**config.mk**
```make
export PLATFORM = sky130hd
export DESIGN_NAME = tanc_queue
export DESIGN_NICKNAME = d
export VERILOG_FILES = /design/src/rtl/tanc_pkg.sv /design/src/rtl/tanc_queue.sv
export SDC_FILE = /design/constraint.sdc
export NUM_CORES = 1
export LEC_CHECK = 0
export BUFFER_PORTS_ARGS = -buffer_cell sky130_fd_sc_hd__buf_2
export CORE_MARGIN = 2
export CORE_UTILIZATION = 61
export DETAILED_ROUTE_END_ITERATION = 6
export GPL_TIMING_DRIVEN = 1
export PLACE_DENSITY = 0.87
export SYNTH_ARGS = -nofsm -noshare
export SYNTH_HDL_FRONTEND = slang
export SYNTH_SLANG_ARGS = --single-unit
```
**constraint.sdc**
```tcl
create_clock -name clk -period 10.8 [get_ports clk]
set_clock_uncertainty 0.15 [all_clocks]
set_input_delay 0.54 -clock clk [delete_from_list [all_inputs] [get_ports clk]]
set_output_delay 0.54 -clock clk [all_outputs]
set_load 0.03 [all_outputs]
```
**src/rtl/tanc_pkg.sv**
```systemverilog
// Shared constants for the triangle area, unit normal and centroid block.
package tanc_pkg;

    localparam int COORD_BITS       = 20;
    localparam int NORMAL_FRAC_BITS = 15;
    localparam int QUEUE_DEPTH      = 4;

endpackage

```
**src/rtl/tanc_queue.sv**
```systemverilog
// Short register queue decoupling the front end from the back end.
module tanc_queue #(
    parameter int W = 190
) (
    input  logic         clk,
    input  logic         rst_n,
    input  logic         push,
    input  logic [W-1:0] push_data,
    output logic         full,
    input  logic         pop,
    output logic         q_valid,
    output logic [W-1:0] q_data
);

    localparam int DEPTH = tanc_pkg::QUEUE_DEPTH;
    localparam int PW    = $clog2(DEPTH);

    logic [W-1:0]  mem [DEPTH];
    logic [PW-1:0] wr_ptr_reg;
    logic [PW-1:0] rd_ptr_reg;
    logic [PW:0]   count_reg;
    logic [PW:0]   count_next;

    assign full    = (count_reg == (PW+1)'(DEPTH));
    assign q_valid = (count_reg != '0);
    assign q_data  = mem[rd_ptr_reg];

    always_comb
    begin
        count_next = count_reg;
        if (push && !pop)
            count_next = count_reg + 1'b1;
        else if (pop && !push)
            count_next = count_reg - 1'b1;
    end

    always_ff @(posedge clk or negedge rst_n)
    begin
        if (!rst_n)
        begin
            wr_ptr_reg <= '0;
            rd_ptr_reg <= '0;
            count_reg  <= '0;
        end
        else
        begin
            count_reg <= count_next;
            if (push)
                wr_ptr_reg <= wr_ptr_reg + 1'b1;
            if (pop)
                rd_ptr_reg <= rd_ptr_reg + 1'b1;
        end
    end

    always_ff @(posedge clk)
    begin
        if (push)
            mem[wr_ptr_reg] <= push_data;
    end

endmodule

```
==> flow_metrics.env <==
export IMPL_slew_headroom_pct=25.6
export IMPL_crit_buf_inv=3
export IMPL_p_per_area_nw_per_um2=292
export IMPL_hold_depth=1
export IMPL_track_usage_pct=28.2
export IMPL_fill_cells=2212
export IMPL_netlist_top_cells_count="edfxtp_1 (760), mux4_2 (190), buf_12 (19), buf_2 (19), dfrtp_1 (7)"
export IMPL_insertion_delay_ns=0.60
export IMPL_grt_overflow_total=0
export IMPL_gp_congestion=0.774
export IMPL_fin_crit_sh_pct=44.1
export IMPL_clockRootBuffer="clkbuf_16"
export IMPL_multi_input_comb_area_sq_um=4490
export IMPL_netlist_area_leader_share_pct=81.5
export IMPL_async_flop_share_pct=0.913
export IMPL_clkTransAtPathRegs_ns=0.07
export IMPL_avgSynthCellArea_sq_um=27.3
export IMPL_ys_flop_type="edfxtp_1"
export IMPL_path_common_cell="buf_4"
export IMPL_crit_path_top_delay_cell="dfrtp_4"
export IMPL_antenna_found_initial=7
export IMPL_drc=0
export IMPL_worst_pin_slew_ns=1.12
export IMPL_fin_area_sq_um=34400
export IMPL_max_freq_ghz=0.210
export IMPL_dp_worst_setup_slack_ns=6.59
export IMPL_grt_setup_unrepaired="no"
export IMPL_core_sq_um=45400
export IMPL_holdCritStartpoint="push_data[23]"
export IMPL_regArea_sq_um=23000
export IMPL_r2r_start="wr_ptr_reg[0]"
export IMPL_io_pins=386
export IMPL_via_count=13883
export IMPL_status="finished, final reports clean"
export IMPL_drive_gt1_share_pct=41.5
export IMPL_hold_viol_final=0
export IMPL_synth_largest_area_cell="edfxtp_1"
export IMPL_dpl_instance_area_sq_um=30300
export IMPL_syn_area_sq_um=28000
export IMPL_die_x_um=218
export IMPL_path_max_fanout=44
export IMPL_slowest_delay_ns=1.01
export IMPL_finalWorstSetupSlack_ns=6.03
export IMPL_max_cap_viol_count=0
export IMPL_synth_warning_count=0
export IMPL_synth_edff_count=760
export IMPL_drt_first_iter_violations=1521
export IMPL_numCtsBuffers=74
export IMPL_synthDistinctLibCells=21
export IMPL_wl_per_cell_um=28.8
export IMPL_synth_most_common_cell="edfxtp_1"
export IMPL_power_leakage_uw=0.0118
export IMPL_clock_sinks=767
export IMPL_finalSetupViolCount=0
export IMPL_ant_nets=0
export IMPL_fin_cells=2291
export IMPL_first_pass_iters=5
export IMPL_final_max_slew_viol_count=0
export IMPL_synth_seq_cells=767
export IMPL_fin_setup_tns_ns=0
export IMPL_crit_family="buffers and inverters"
export IMPL_whs_endpoint="mem[3][23]"
export IMPL_hpwl_mm=34.9
export IMPL_hold_path_class="primary input to register"
export IMPL_syn_inst=1027
export IMPL_syn_nets=1227
export IMPL_path_cells="buf_4, buf_4, mux4_2, buf_2"
export IMPL_htreeDepth=3
export IMPL_ir_worst_vdd_mv=0.333
export IMPL_rows=78
export IMPL_start_kind="register"
export IMPL_required_ns=10.11
export IMPL_cts_buffer_depth=3
export IMPL_dp_cells=1983
export IMPL_criticalPathCategory="register to output pin"
export IMPL_nNetsFinal=1830
export IMPL_fin_crit_ns=4.77
export IMPL_synth_area_top_cells="edfxtp_1 (81%), mux4_2 (15%), buf_12 (1.4%), dfrtp_1 (0.63%), buf_2 (0.34%)"
export IMPL_initial_core_util_pct=61.7
export IMPL_die_area_sq_um=47600
export IMPL_grt_pass1_wl_mm=96.2
export IMPL_io_buffers=385
export IMPL_synthToLayoutAreaGrowth_pct=22.8
export IMPL_grt_max_degree=72
export IMPL_reg2reg_depth=4
export IMPL_total_power_uw=10000
export IMPL_totalWireLength_mm=65.9
export IMPL_viasPerCell=6.06
export IMPL_first_global_vias=14778
export IMPL_path_depth=4
export IMPL_timing_reg2reg_setup_slack_ns=7.71
export IMPL_endpoint_kind="output pin"
export IMPL_die_height_um=218
export IMPL_cts_tree="yes"
export IMPL_r2r_end="mem[0][38]"
export IMPL_synth_seq_area_share_pct=82.1
export IMPL_arrival_ns=4.08
export IMPL_largest_reg_flops=760
## worst register-to-register path: cells and delay by family, from the launching register on
kind / cells / cell delay, ns
flip-flops: 1 / 0.42
buffers and inverters: 2 / 1.08
adder cells (fa/ha/maj): 1 / 0.14
AND/OR/NAND/NOR: 1 / 0.85
## worst max path at each step
stage | from | to | slack, ns
final | rd_ptr_reg[0] | q_data[85] | 6.03
after detailed placement | rd_ptr_reg[0] | q_data[83] | 6.59
after CTS | rd_ptr_reg[0] | q_data[85] | 5.87
after global placement | rd_ptr_reg[0] | q_data[67] | 6.60
after floorplan | wr_ptr_reg[0] | mem[2][0] | 5.14
after global routing | rd_ptr_reg[0] | q_data[85] | 5.68
## logic make-up (layout without fill, tap and decap cells)
kind of cell | after synthesis | after routing | share of synthesized area, %
simple gates | 9 | 9 | 0.179
mux | 191 | 191 | 15.3
other cells | 0 | 7 | 0
fa+ha+maj | 6 | 6 | 0.295
xor+xnor | 6 | 6 | 0.188
flops | 767 | 767 | 82.1
compound gates | 1 | 1 | 0.0179
buf+inv | 47 | 704 | 1.90
## per-layer routing
| metal | up-vias | GRT usage [%] | wire [um] |
|---|---|---|---|
| met5 | - | 0 | 27 |
| met4 | 4 | 10.5 | 2090 |
| met3 | 129 | 6.65 | 5750 |
| met2 | 839 | 48.3 | 34600 |
| met1 | 7234 | 35.5 | 23400 |
| li1 | 5677 | - | - |
## metrics by stage
step	utilization (%)	hold WS [ns]
after floorplan	-	0.0944
after global placement	66.8	0.230
after detailed placement	66.8	0.237
after CTS	75.7	0.00160
after global routing	75.8	0.00455
final	75.8	0.0166
## cell type report
type | instances | share of cell area [%]
tap | 600 | 2.18
sequential | 767 | 66.9
clock buffer | 94 | 5.91
antenna | 7 | 0.0509
multi-input combinational | 213 | 13.1
timing repair buffer | 570 | 10.9
clock inverter | 36 | 0.964
inverter | 4 | 0.0437
## cell usage in the layout, fill, tap and decap left out
| cell | netlist | routed |
|---|---|---|
| edfxtp_1 | 760 | 760 |
| buf_2 | 19 | 385 |
| mux4_2 | 190 | 190 |
| dlygate4sd3_1 | 0 | 171 |
| clkbuf_16 | 0 | 79 |
| clkbuf_1 | 2 | 15 |
| buf_4 | 1 | 14 |
| clkinv_2 | 0 | 13 |
| clkinv_1 | 0 | 12 |
| diode_2 | 0 | 7 |
| bufinv_16 | 0 | 6 |
| ha_1 | 5 | 5 |
| dfrtp_1 | 7 | 5 |
| inv_1 | 4 | 4 |
| and2_4 | 0 | 4 |
| xor2_1 | 4 | 4 |
| xnor2_1 | 2 | 2 |
| nand2_1 | 2 | 2 |
| inv_6 | 0 | 2 |
| clkinvlp_4 | 0 | 2 |
| dfrtp_4 | 0 | 2 |
| or3_1 | 1 | 1 |
| nor3b_1 | 1 | 1 |
| mux2_2 | 1 | 1 |
| o21ai_0 | 1 | 1 |
| nor2_1 | 1 | 1 |
| fa_1 | 1 | 1 |
| clkinv_4 | 0 | 1 |
## report_power, final
group	internal, uW	switching (uW)	leakage [uW]
logic	1160	2160	0.00363
clock network	1480	1090	0.00116
registers	3900	257	0.00706
## what timing repair did
action                    in CTS  in global routing
hold endpoints to repair     664                  0
setup buffers                  0                  0
gates resized for setup        0                  0
hold buffers                 171                  0
Note: power is estimated with default switching activity, not from simulation.
